`config.mk`:
```
export PLATFORM = sky130hd
export DESIGN_NAME = waveform_min_max_decimator_flat
export DESIGN_NICKNAME = d
export VERILOG_FILES = /design/src/design/wmmd_pkg.sv /design/src/design/wmmd_sample_if.sv /design/src/design/wmmd_bin_if.sv /design/src/design/waveform_min_max_decimator.sv /design/src/design/wmmd_apb_regs.sv /design/src/design/wmmd_core.sv /design/src/flat_wrapper.sv
export SDC_FILE = /design/constraint.sdc
export NUM_CORES = 1
export LEC_CHECK = 0
export BUFFER_PORTS_ARGS = -buffer_cell sky130_fd_sc_hd__clkbuf_2
export CAP_MARGIN = 20
export CORE_MARGIN = 3
export CORE_UTILIZATION = 69
export CTS_BUF_LIST = sky130_fd_sc_hd__clkbuf_8
export DETAILED_ROUTE_END_ITERATION = 10
export GPL_TIMING_DRIVEN = 0
export PLACE_DENSITY = 0.95
export SYNTH_ARGS = -nofsm -noshare
export SYNTH_HDL_FRONTEND = slang
export SYNTH_HIERARCHICAL = 1
export SYNTH_SLANG_ARGS = --single-unit
```
`constraint.sdc`:
```
create_clock -name clk -period 14.88 [get_ports clk]
set_input_delay 2.976 -clock clk [delete_from_list [all_inputs] [get_ports clk]]
set_output_delay 2.976 -clock clk [all_outputs]
set_load 0.02 [all_outputs]
```
`src/design/wmmd_pkg.sv`:
```
// Shared widths, register map and control types for the min/max waveform decimator.
`timescale 1ns / 1ps
`default_nettype none
package wmmd_pkg;

    localparam int SAMPLE_BITS         = 24;
    localparam int MAX_BINS_PER_SAMPLE = 64;

    localparam int SAMPLE_COUNT_W = 24;
    localparam int BIN_COUNT_W    = 16;
    localparam int NUM_W          = SAMPLE_COUNT_W + BIN_COUNT_W;
    localparam int EMIT_CNT_W     = $clog2(MAX_BINS_PER_SAMPLE + 1);

    localparam int APB_DATA_W = 32;
    localparam int APB_ADDR_W = 3;
    localparam int REG_SEL_BIT = 2;

    typedef enum logic
    {
        REG_SAMPLE_COUNT = 1'b0,
        REG_BIN_COUNT    = 1'b1
    } reg_sel_t;

    typedef struct packed
    {
        logic [SAMPLE_COUNT_W-1:0] sample_count;
        logic [BIN_COUNT_W-1:0]    bin_count;
        logic                      restart;
    } wmmd_cfg_t;

endpackage
`default_nettype wire

```
`src/design/wmmd_sample_if.sv`:
```
// Input sample channel: valid/ready handshake carrying one audio sample.
`timescale 1ns / 1ps
`default_nettype none
interface wmmd_sample_if;
    import wmmd_pkg::*;

    logic                          valid;
    logic                          ready;
    logic signed [SAMPLE_BITS-1:0] sample;

    modport source (output valid, output sample, input ready);
    modport sink   (input valid, input sample, output ready);
endinterface
`default_nettype wire

```
`src/design/wmmd_bin_if.sv`:
```
// Output bin channel: valid/ready handshake carrying one bin report.
`timescale 1ns / 1ps
`default_nettype none
interface wmmd_bin_if;
    import wmmd_pkg::*;

    logic                          valid;
    logic                          ready;
    logic [BIN_COUNT_W-1:0]        bin_number;
    logic signed [SAMPLE_BITS-1:0] bin_min;
    logic signed [SAMPLE_BITS-1:0] bin_max;
    logic                          last_of_run;
    logic                          frame_done;

    modport source (output valid, output bin_number, output bin_min, output bin_max,
                    output last_of_run, output frame_done, input ready);
    modport sink   (input valid, input bin_number, input bin_min, input bin_max,
                    input last_of_run, input frame_done, output ready);
endinterface
`default_nettype wire

```
`src/design/waveform_min_max_decimator.sv`:
```
// Top level of the min/max waveform decimator.
//
// Usage: program sample_count (byte address 0) and bin_count (byte address 4)
// over the APB port while the block is idle; each write restarts the frame and
// holds the sample channel off for one cycle. Samples enter on sample_in, one
// word per accepted handshake. Bin reports leave on bin_out, each word carrying
// the bin number, its min and max, last_of_run and frame_done.
// A sample accepted at a clock edge is in the sample stage during the next
// cycle, and each bin report it closes is registered in the output register.
// Throughput: one sample per cycle while bin_out takes its words and each
// sample closes at most one bin. A sample that closes more than one bin stays
// in the sample stage, one bin boundary per cycle; past 64 reports the
// remaining bins are dropped, still one per cycle. A zero sample_count or
// bin_count drops every sample. Stall: when bin_out is not taken, the output
// register holds its word and the sample stage holds as soon as it has
// another bin to report; sample_in.ready falls with it.
// Reset: both counts clear to zero, the frame restarts and no word is pending.
`timescale 1ns / 1ps
`default_nettype none
module waveform_min_max_decimator
(
    input  wire logic                            clk,
    input  wire logic                            rst_n,
    input  wire logic                            psel,
    input  wire logic                            penable,
    input  wire logic                            pwrite,
    input  wire logic [wmmd_pkg::APB_ADDR_W-1:0] paddr,
    input  wire logic [wmmd_pkg::APB_DATA_W-1:0] pwdata,
    output logic      [wmmd_pkg::APB_DATA_W-1:0] prdata,
    output logic                                 pready,
    wmmd_sample_if.sink                          sample_in,
    wmmd_bin_if.source                           bin_out
);
    import wmmd_pkg::*;

    wmmd_cfg_t cfg;

    wmmd_apb_regs u_regs
    (
        .clk     (clk),
        .rst_n   (rst_n),
        .psel    (psel),
        .penable (penable),
        .pwrite  (pwrite),
        .paddr   (paddr),
        .pwdata  (pwdata),
        .prdata  (prdata),
        .pready  (pready),
        .cfg     (cfg)
    );

    wmmd_core u_core
    (
        .clk       (clk),
        .rst_n     (rst_n),
        .cfg       (cfg),
        .sample_in (sample_in),
        .bin_out   (bin_out)
    );

endmodule
`default_nettype wire

```
`src/design/wmmd_apb_regs.sv`:
```
// APB register file holding the frame length and bin count.
`timescale 1ns / 1ps
`default_nettype none
module wmmd_apb_regs
(
    input  wire logic                           clk,
    input  wire logic                           rst_n,
    input  wire logic                           psel,
    input  wire logic                           penable,
    input  wire logic                           pwrite,
    input  wire logic [wmmd_pkg::APB_ADDR_W-1:0] paddr,
    input  wire logic [wmmd_pkg::APB_DATA_W-1:0] pwdata,
    output logic      [wmmd_pkg::APB_DATA_W-1:0] prdata,
    output logic                                pready,
    output wmmd_pkg::wmmd_cfg_t                 cfg
);
    import wmmd_pkg::*;

    logic [SAMPLE_COUNT_W-1:0] sample_count_reg;
    logic [BIN_COUNT_W-1:0]    bin_count_reg;
    logic                      restart_reg;
    logic                      wr_en;
    reg_sel_t                  sel;

    assign pready = 1'b1;
    assign wr_en  = psel && penable && pwrite;
    assign sel    = reg_sel_t'(paddr[REG_SEL_BIT]);

    always_ff @(posedge clk or negedge rst_n)
    begin
        if (!rst_n)
        begin
            sample_count_reg <= '0;
            bin_count_reg    <= '0;
            restart_reg      <= 1'b0;
        end
        else
        begin
            restart_reg <= wr_en;
            if (wr_en)
            begin
                case (sel)
                    REG_SAMPLE_COUNT: sample_count_reg <= pwdata[SAMPLE_COUNT_W-1:0];
                    REG_BIN_COUNT:    bin_count_reg    <= pwdata[BIN_COUNT_W-1:0];
                    default:          ;
                endcase
            end
        end
    end

    always_comb
    begin
        case (sel)
            REG_SAMPLE_COUNT: prdata = {{(APB_DATA_W-SAMPLE_COUNT_W){1'b0}}, sample_count_reg};
            REG_BIN_COUNT:    prdata = {{(APB_DATA_W-BIN_COUNT_W){1'b0}}, bin_count_reg};
            default:          prdata = '0;
        endcase
    end

    assign cfg.sample_count = sample_count_reg;
    assign cfg.bin_count    = bin_count_reg;
    assign cfg.restart      = restart_reg;

endmodule
`default_nettype wire

```
`src/design/wmmd_core.sv`:
```
// Sample stage, bin boundary tracking and output register of the decimator.
`timescale 1ns / 1ps
`default_nettype none
module wmmd_core
(
    input  wire logic               clk,
    input  wire logic               rst_n,
    input  wire wmmd_pkg::wmmd_cfg_t cfg,
    wmmd_sample_if.sink             sample_in,
    wmmd_bin_if.source              bin_out
);
    import wmmd_pkg::*;

    // frame position, tracked at accept time
    logic [SAMPLE_COUNT_W-1:0]     pos_reg;
    logic [NUM_W-1:0]              pn_reg;

    // sample stage
    logic                          busy_reg;
    logic signed [SAMPLE_BITS-1:0] x_reg;
    logic [NUM_W-1:0]              a_reg;
    logic [NUM_W-1:0]              b_reg;
    logic                          end_reg;
    logic [EMIT_CNT_W-1:0]         cnt_reg;

    // bin state
    logic [BIN_COUNT_W-1:0]        bin_reg;
    logic [NUM_W-1:0]              low_reg;
    logic [NUM_W-1:0]              high_reg;
    logic                          open_reg;
    logic signed [SAMPLE_BITS-1:0] run_min_reg;
    logic signed [SAMPLE_BITS-1:0] run_max_reg;

    // output register
    logic                          out_valid_reg;
    logic [BIN_COUNT_W-1:0]        out_bin_reg;
    logic signed [SAMPLE_BITS-1:0] out_min_reg;
    logic signed [SAMPLE_BITS-1:0] out_max_reg;
    logic                          out_last_reg;
    logic                          out_done_reg;

    logic                          cfg_live;
    logic [NUM_W-1:0]              n_ext;
    logic [NUM_W-1:0]              s_ext;
    logic [NUM_W-1:0]              a_in;
    logic [NUM_W-1:0]              b_in;
    logic                          end_in;
    logic                          accept;
    logic signed [SAMPLE_BITS-1:0] eff_min;
    logic signed [SAMPLE_BITS-1:0] eff_max;
    logic [BIN_COUNT_W:0]          bin_inc;
    logic [NUM_W-1:0]              high_inc;
    logic                          close_now;
    logic                          close_more;
    logic                          emit;
    logic                          out_free;
    logic                          step;
    logic                          finish;

    assign cfg_live = (cfg.sample_count != '0) && (cfg.bin_count != '0);
    assign n_ext    = {{(NUM_W-BIN_COUNT_W){1'b0}}, cfg.bin_count};
    assign s_ext    = {{(NUM_W-SAMPLE_COUNT_W){1'b0}}, cfg.sample_count};
    assign a_in     = pn_reg + n_ext;
    assign b_in     = pn_reg + {n_ext[NUM_W-2:0], 1'b0};
    assign end_in   = ({1'b0, pos_reg} + {{SAMPLE_COUNT_W{1'b0}}, 1'b1})
                      >= {1'b0, cfg.sample_count};

    assign eff_min  = (open_reg && (run_min_reg < x_reg)) ? run_min_reg : x_reg;
    assign eff_max  = (open_reg && (run_max_reg > x_reg)) ? run_max_reg : x_reg;

    assign bin_inc    = {1'b0, bin_reg} + {{BIN_COUNT_W{1'b0}}, 1'b1};
    assign high_inc   = high_reg + s_ext;
    assign close_now  = (bin_reg < cfg.bin_count) && (high_reg < b_reg) && (low_reg < a_reg);
    assign close_more = (bin_inc < {1'b0, cfg.bin_count}) && (high_inc < b_reg)
                        && (high_reg < a_reg);

    assign emit     = busy_reg && close_now
                      && (cnt_reg != EMIT_CNT_W'(MAX_BINS_PER_SAMPLE));
    assign out_free = !out_valid_reg || bin_out.ready;
    assign step     = busy_reg && !(emit && !out_free);
    assign finish   = step && (!close_now || !close_more);

    assign sample_in.ready = (!busy_reg || finish) && !cfg.restart;
    assign accept          = sample_in.valid && sample_in.ready;

    always_ff @(posedge clk or negedge rst_n)
    begin
        if (!rst_n)
        begin
            pos_reg  <= '0;
            pn_reg   <= '0;
            busy_reg <= 1'b0;
            cnt_reg  <= '0;
            bin_reg  <= '0;
            low_reg  <= '0;
            high_reg <= '0;
            open_reg <= 1'b0;
        end
        else if (cfg.restart)
        begin
            pos_reg  <= '0;
            pn_reg   <= '0;
            busy_reg <= 1'b0;
            cnt_reg  <= '0;
            bin_reg  <= '0;
            low_reg  <= '0;
            high_reg <= s_ext;
            open_reg <= 1'b0;
        end
        else
        begin
            if (step)
            begin
                if (close_now)
                begin
                    bin_reg  <= bin_inc[BIN_COUNT_W-1:0];
                    low_reg  <= high_reg;
                    high_reg <= high_inc;
                    open_reg <= 1'b0;
                    if (emit)
                    begin
                        cnt_reg <= cnt_reg + EMIT_CNT_W'(1);
                    end
                end
                else
                begin
                    open_reg <= 1'b1;
                end
                if (finish && end_reg)
                begin
                    bin_reg  <= '0;
                    low_reg  <= '0;
                    high_reg <= s_ext;
                    open_reg <= 1'b0;
                end
            end

            if (finish)
            begin
                busy_reg <= 1'b0;
            end

            if (accept && cfg_live)
            begin
                pos_reg  <= end_in ? '0 : pos_reg + SAMPLE_COUNT_W'(1);
                pn_reg   <= end_in ? '0 : a_in;
                busy_reg <= 1'b1;
                cnt_reg  <= '0;
            end
        end
    end

    always_ff @(posedge clk)
    begin
        if (accept)
        begin
            x_reg   <= sample_in.sample;
            a_reg   <= a_in;
            b_reg   <= b_in;
            end_reg <= end_in;
        end
        if (step && !close_now)
        begin
            run_min_reg <= eff_min;
            run_max_reg <= eff_max;
        end
    end

    always_ff @(posedge clk or negedge rst_n)
    begin
        if (!rst_n)
        begin
            out_valid_reg <= 1'b0;
        end
        else if (emit && out_free)
        begin
            out_valid_reg <= 1'b1;
        end
        else if (bin_out.ready)
        begin
            out_valid_reg <= 1'b0;
        end
    end

    always_ff @(posedge clk)
    begin
        if (emit && out_free)
        begin
            out_bin_reg  <= bin_reg;
            out_min_reg  <= eff_min;
            out_max_reg  <= eff_max;
            out_last_reg <= !close_more
                            || (cnt_reg == EMIT_CNT_W'(MAX_BINS_PER_SAMPLE - 1));
            out_done_reg <= (bin_reg == (cfg.bin_count - BIN_COUNT_W'(1)));
        end
    end

    assign bin_out.valid       = out_valid_reg;
    assign bin_out.bin_number  = out_bin_reg;
    assign bin_out.bin_min     = out_min_reg;
    assign bin_out.bin_max     = out_max_reg;
    assign bin_out.last_of_run = out_last_reg;
    assign bin_out.frame_done  = out_done_reg;

endmodule
`default_nettype wire
```
`src/flat_wrapper.sv`:
```
// flat-port wrapper written by rule: the top's interface ports become plain ports
module waveform_min_max_decimator_flat import wmmd_pkg::*;
  (clk, rst_n, psel, penable, pwrite, paddr, pwdata, prdata, pready, sample_in_valid, sample_in_sample, sample_in_ready, bin_out_valid, bin_out_bin_number, bin_out_bin_min, bin_out_bin_max, bin_out_last_of_run, bin_out_frame_done, bin_out_ready);
  wmmd_sample_if sample_in_i ();
  wmmd_bin_if bin_out_i ();
  input  wire logic clk;
  input  wire logic rst_n;
  input  wire logic psel;
  input  wire logic penable;
  input  wire logic pwrite;
  input  wire logic [wmmd_pkg::APB_ADDR_W-1:0] paddr;
  input  wire logic [wmmd_pkg::APB_DATA_W-1:0] pwdata;
  output logic      [wmmd_pkg::APB_DATA_W-1:0] prdata;
  output logic pready;
  input wire logic [$bits(sample_in_i.valid)-1:0] sample_in_valid;
  input wire logic [$bits(sample_in_i.sample)-1:0] sample_in_sample;
  output wire logic [$bits(sample_in_i.ready)-1:0] sample_in_ready;
  output wire logic [$bits(bin_out_i.valid)-1:0] bin_out_valid;
  output wire logic [$bits(bin_out_i.bin_number)-1:0] bin_out_bin_number;
  output wire logic [$bits(bin_out_i.bin_min)-1:0] bin_out_bin_min;
  output wire logic [$bits(bin_out_i.bin_max)-1:0] bin_out_bin_max;
  output wire logic [$bits(bin_out_i.last_of_run)-1:0] bin_out_last_of_run;
  output wire logic [$bits(bin_out_i.frame_done)-1:0] bin_out_frame_done;
  input wire logic [$bits(bin_out_i.ready)-1:0] bin_out_ready;
  assign sample_in_i.valid = sample_in_valid;
  assign sample_in_i.sample = sample_in_sample;
  assign sample_in_ready = sample_in_i.ready;
  assign bin_out_valid = bin_out_i.valid;
  assign bin_out_bin_number = bin_out_i.bin_number;
  assign bin_out_bin_min = bin_out_i.bin_min;
  assign bin_out_bin_max = bin_out_i.bin_max;
  assign bin_out_last_of_run = bin_out_i.last_of_run;
  assign bin_out_frame_done = bin_out_i.frame_done;
  assign bin_out_i.ready = bin_out_ready;
  waveform_min_max_decimator u_core (.clk(clk), .rst_n(rst_n), .psel(psel), .penable(penable), .pwrite(pwrite), .paddr(paddr), .pwdata(pwdata), .prdata(prdata), .pready(pready), .sample_in(sample_in_i), .bin_out(bin_out_i));
endmodule
```
==> impl_metrics.ini, run 1 <==
[clock_network]
cts_tree = built
ctsRootBufferMaster = clkbuf_8
clk-insertion-delay-late_ns = 0.67
cts.sinks = 430
post_cts_buffers = 0
clock_path_buffers = 3
ctsHoldBuffers = 0
clk_pin_slew_ns = 0.06
cts_max_level = 3
cts_resized = 0
cts_inserted_buffers = 74

[grt]
grt_max_degree = 91
grt_pass1_wl_mm = 137
grt_usage_pct = 39.9
grt_pass1_vias = 24200
overflow = 0
antenna_found_initial = 2

[cells_and_area]
area_growth_pct = 10.8
drive_above_1_share_pct = 14.3
fin_util_pct = 78.4
nets = 3387

[sta]
finalClockSkew_ns = 0.0280
period_share_pct = 70.1
tns_ns = 0
slew_violations = 0
min_period_ns = 10.42
finalSetupViolations = 0
fmax_ghz = 0.0959
max_slew_margin_pct = 20.5
tightest_slew_ns = 1.19
rsz0062_at_grt = false
hold_viol = 0

[placed_design]
place_congestion = 1.00
port_buffers = 146
dpl.hpwl_mm = 67.5

[synthesis]
synth-seq-cells = 430
synth_area_leader_cell = edfxtp_1
ys_warn_count = 6
synth-seq-area-share_pct = 41.6
synth.area.top_cells = edfxtp_1 (23%), dfrtp_1 (19%), ha_1 (14%)
async_flop_share_pct = 49.1
netlist_area_mm2 = 0.0285
yosysMostFrequentCell = ha_1
ys_types = 96
synth_common_cells = ha_1 (320), edfxtp_1 (219), dfrtp_1 (211), inv_1 (209), a21oi_1 (197)
synth_top_area_share_pct = 23.1
syn_inst = 2758
synth_edf_count = 219
syn-mean-instance-area_um2 = 10.3
synthFlopType = edfxtp_1

[power_and_ir_drop]
ir_drop_mv = 0.188
finalPower_w = 0.00588
p_per_area_mw_per_mm2 = 186
p_leak_nw = 14.1

[drt]
drt-vias-per-instance = 6.86
drt-total-wl_mm = 89.1
wl_per_cell_um = 24.9
vias = 24600
dr.pass1.iters = 9
ant_nets = 0
first_iter_violations = 2882
drc = 1

[critical_path]
cp.arrival_ns = 7.45
criticalPathCategory = reg -> out
endpoint_kind = output port
cp_max_fo = 6
cp_data_required_time_ns = 11.90
startpoint_type = flop

[floorplan]
fp.dieArea_mm2 = 0.0438
num_rows = 73
die_y_um = 209
core_area_mm2 = 0.0403
die_w_um = 209
start_util_pct = 70.8
io_pins = 167

[outcome]
status = finished, violations left
violations = design-rule violations

[flow_run]
drv_cap = 0

[min_path]
hp-class = reg -> reg
layout make-up:
type	count	area, um2
flip-flops and latches	430	11900
clock buffers	85	1170
inverters	210	788
plain buffers	129	602
well taps	525	657
fillers	2541	8690
repair buffers	157	903
clock inverters	51	298
multi-input cells	1996	15300
diodes	2	5.00
where the power goes:
group	internal [W]	leakage, nW	switching, W	total (W)
clock	0.000575	0.832	0.000507	0.00108
combinational	0.00113	8.44	0.00168	0.00281
sequential	0.00162	4.79	0.000360	0.00198
worst paths after layout:
kind,from,endpoint,slack (ns),depth (start not counted)
setup / recovery,u_core/u_regs/sample_count_reg[0],sample_in_ready,4.46,21
min in group asynchronous,rst_n,u_core/u_core/pn_reg[30],2.27,1
setup reg to reg,u_core/u_regs/sample_count_reg[0],u_core/u_core/a_reg[31],6.78,22
hold reg to reg,u_core/u_core/bin_reg[10],u_core/u_core/bin_out.bin_number[10],0.49,0
hold / removal,u_core/u_core/bin_reg[10],u_core/u_core/bin_out.bin_number[10],0.49,0
max in group asynchronous,rst_n,u_core/u_regs/sample_count_reg[1],11.78,2
critical path, cell delays in order, from the launching register on:
cell	delay, ns
dfrtp_1	0.58
ha_1	0.28
inv_1	0.07
fa_1	0.39
nand2b_1	0.18
a21oi_1	0.28
o21ba_2	0.24
o41ai_2	0.13
o21a_1	0.28
o21a_1	0.30
or4b_2	0.76
xnor2_1	0.16
ha_1	0.30
nand4_1	0.16
nor4_1	0.63
nand2_1	0.28
or3_1	0.38
o221a_2	0.32
a31oi_4	0.33
nor3_1	0.16
nor2_1	0.30
clkbuf_2	0.23
per-layer routing:
layer / wire (um) / share of wire [%] / global-route usage [%]
met3: 9580 / 11 / 9.43
met1: 33500 / 38 / 51.2
met5: 0 / 0 / 0
met2: 41000 / 46 / 64.1
met4: 5040 / 5.7 / 19.7
kinds of logic (layout without fill, tap and decap cells):
logic type / count (synthesis) / count (layout) / synth area share [%]
and+or+nand+nor: 740 / 740 / 14.2
AOI/OAI and AO/OA: 667 / 667 / 16.2
DFF: 430 / 430 / 41.6
buffers and inverters: 339 / 632 / 4.87
adders and majority gates: 323 / 323 / 14.2
xor gates and xnor gates: 168 / 168 / 5.16
muxes: 89 / 89 / 3.74
other: 2 / 11 / 0.0263
per-stage QoR:
step	setup WS, ns	hold WS (ns)	cells	cell area, um2
after floorplan	6.52	0.449	2765	28600
after global placement	4.02	0.461	3436	29900
after detailed placement	5.35	0.468	3447	30100
after CTS	4.61	0.482	3583	31600
after global routing	4.28	0.500	3584	31600
final	4.46	0.486	3585	31600
cell usage in the layout (no fill, tap or decap), types with 14 or more instances in the layout:
master and n:
a211oi_1 18, a21o_1 57, a21oi_1 197, a22o_1 64
a31oi_1 14, a41oi_1 27, and2_1 19, and3_1 31
and4_1 21, and4b_1 24, buf_2 24, buf_4 15
clkbuf_1 85, clkbuf_2 145, clkbuf_8 87, clkinv_1 14
dfrtp_1 211, edfxtp_1 219, ha_1 320, inv_1 229
mux2_2 61, mux2_4 20, nand2_1 157, nand2b_1 51
nand3_1 130, nand4_1 49, nor2_1 86, nor2b_1 26
nor3_1 47, nor4_1 26, o211ai_1 47, o21ai_0 88
o221a_2 15, o32ai_1 16, or3_1 22, xnor2_1 119
xor2_1 49
Note: power is estimated with default switching activity, not from simulation.
==> inputs of run 2 (changes only) <==
--- a/config.mk
+++ b/config.mk
@@ -8,11 +8,11 @@
 export BUFFER_PORTS_ARGS = -buffer_cell sky130_fd_sc_hd__clkbuf_2
 export CAP_MARGIN = 20
 export CORE_MARGIN = 3
-export CORE_UTILIZATION = 69
+export CORE_UTILIZATION = 64
 export CTS_BUF_LIST = sky130_fd_sc_hd__clkbuf_8
 export DETAILED_ROUTE_END_ITERATION = 10
 export GPL_TIMING_DRIVEN = 0
-export PLACE_DENSITY = 0.95
+export PLACE_DENSITY = 0.93
 export SYNTH_ARGS = -nofsm -noshare
 export SYNTH_HDL_FRONTEND = slang
 export SYNTH_HIERARCHICAL = 1
==> constraint.sdc (replaced) <==
create_clock -name clk -period 9.9 [get_ports clk]
set_input_delay 1.98 -clock clk [delete_from_list [all_inputs] [get_ports clk]]
set_output_delay 1.98 -clock clk [all_outputs]
set_load 0.02 [all_outputs]
==> run 2 against run 1 <==
Effect of this change: the run now ends clean; sequential cell count unchanged; sequential share of layout area about the same; power grew 48%; clock power up 44%; worst hold slack lost 0.0068 ns.
==> impl_metrics.ini, run 2 (same netlist as run 1, synthesis figures left out) <==
[critical_path]
path_cells = ha_1, inv_1, fa_1, nand2b_1, a21oi_1, o21ba_2, o41ai_2, o21a_1, o21ai_0, nand3_1, xnor2_1, ha_1, nand4_1, nor4_1, nand2_1, or3_1, o221a_2, a31oi_4, nor3_1, nor2_1, clkbuf_2
cp_max_fo = 7
cp_slowest_cell = o21ai_0
critPathMostFrequentCell = ha_1
criticalPathCategory = reg -> out
cp.arrival_ns = 7.62
crit_start = u_core/u_regs/sample_count_reg[0]
startpoint_type = flop
endpoint_kind = output port
rr_startpoint = u_core/u_regs/sample_count_reg[0]
slowest_delay_ns = 0.84
cp_data_required_time_ns = 7.92

[grt]
grt_max_degree = 85
overflow = 0
grt_pass1_vias = 24200
antenna_found_initial = 2
grt_pass1_wl_mm = 135
grt_usage_pct = 36.9

[floorplan]
num_rows = 76
die_w_um = 217
start_util_pct = 65.5
die_y_um = 217
io_pins = 167
core_area_mm2 = 0.0436
fp.dieArea_mm2 = 0.0471

[power_and_ir_drop]
ir_drop_mv = 0.217
p_per_area_mw_per_mm2 = 276
seqPwrFrac_pct = 33.9
p_comb_share_pct = 48.1
clkPwrFrac_pct = 18.0
p_leak_nw = 14.0
p_int_w = 0.00493
netSwitchingPower_w = 0.00378
switching_share_pct = 43.4

[drt]
drc = 0
vias = 24400
dr.pass1.iters = 6
first_iter_violations = 2838
top_layer = met4
drt-total-wl_mm = 87.5
ant_nets = 0
wl_per_cell_um = 24.0
drt-vias-per-instance = 6.67
met1Wirelength_mm = 34.5
wl_met3_mm = 7.75
wl_met2_mm = 40.8

[placed_design]
port_buffers = 146
place_congestion = 1.03
dpl.hpwl_mm = 66.6
place_inst = 3506

[sta]
finalSetupViolations = 0
rsz0062_at_grt = false
finalClockSkew_ns = 0.0441
max_slew_margin_pct = 18.8
tightest_slew_ns = 1.22
tns_ns = 0
hold_viol = 0
fmax_ghz = 0.104
period_share_pct = 97.0
min_period_ns = 9.60
slew_violations = 0

[min_path]
hp-class = reg -> reg
hold_start = u_core/u_core/bin_reg[13]

[clock_network]
ctsRootBufferMaster = clkbuf_8
ctsHoldBuffers = 0
cts_resized = 0
cts_max_level = 3
clk_pin_slew_ns = 0.06
cts.sinks = 430
cts_inserted_buffers = 75
post_cts_buffers = 0
clk-insertion-delay-late_ns = 0.69
clock_path_buffers = 3
cts_tree = built

[cells_and_area]
drive_above_1_share_pct = 14.0
area_growth_pct = 10.8
fin_util_pct = 72.6
final_common_cell = ha_1
final_cells = 3649
nets = 3388
fillCellCount = 3059
final_cell_mix = ha_1 (320), inv_1 (238), edfxtp_1 (219)

[outcome]
status = finished clean

[flow_run]
drv_cap = 0
[run 2: cell count changes in the layout (fill, tap and decap cells not counted), moves of 2 or more]
cell	delta
inv_1	+9
clkinv_2	-4
clkbuf_8	-3
bufinv_16	-2
[run 2: final timing paths]
| kind | endpoint | cells past startpoint | slack [ns] |
|---|---|---|---|
| worst max-delay path | sample_in_ready | 21 | 0.30 |
| max in group asynchronous | u_core/u_core/high_reg[12] | 2 | 7.81 |
| worst max register to register | u_core/u_core/x_reg[18] | 22 | 1.66 |
| worst min-delay path | u_core/u_core/bin_out.bin_number[13] | 0 | 0.48 |
| worst min register to register | u_core/u_core/bin_out.bin_number[13] | 0 | 0.48 |
| min in group asynchronous | u_core/u_core/pn_reg[31] | 1 | 1.28 |
[run 2: cell type report]
class	instances	area (um2)	share of cell area, %
antenna	3	7.51	0.0238
buffer	129	602	1.90
clock buffer	82	1130	3.57
clock inverter	57	272	0.859
inverter	210	788	2.49
multi-input combinational	1996	15300	48.5
sequential	430	11900	37.5
tap	585	732	2.32
timing repair buffer	157	907	2.87
[run 2: routing by layer]
metal	up-vias	GRT usage (%)
li1	10800	-
met1	11800	47.1
met2	1485	60.1
met3	301	7.33
met4	0	18.5
met5	-	0
[run 2: worst max-delay path: cells and delay by family (launching register included)]
kind,cells,cell delay (ns)
buffers and inverters,2,0.32
AND/OR/NAND/NOR,8,2.41
adder cells (fa/ha/maj),3,0.98
flip-flops,1,0.64
XOR/XNOR,1,0.21
AO/OA/AOI/OAI,7,2.38
[run 2: power groups by stage]
stage	Clock [W]	Sequential (W)	Combinational, W
after detailed placement	0	0.00295	0.00405
after global routing	0.00167	0.00299	0.00459
final	0.00156	0.00296	0.00419
after global placement	0	0.00295	0.00382
after CTS	0.00158	0.00292	0.00408
after floorplan	0	0.00281	0.00290
[run 2: per-stage QoR]
stage | total power, W | area, um2 | worst slack (ns) | hold slack, ns
6_report | 0.00871 | 31600 | 0.299 | 0.480
4_1_cts | 0.00858 | 31600 | 0.540 | 0.483
5_1_grt | 0.00925 | 31600 | 0.0238 | 0.499
3_3_place_gp | 0.00677 | 30000 | -0.790 | 0.463
2_1_floorplan | 0.00571 | 28600 | 1.85 | 0.449
3_5_place_dp | 0.00700 | 30200 | 1.29 | 0.466
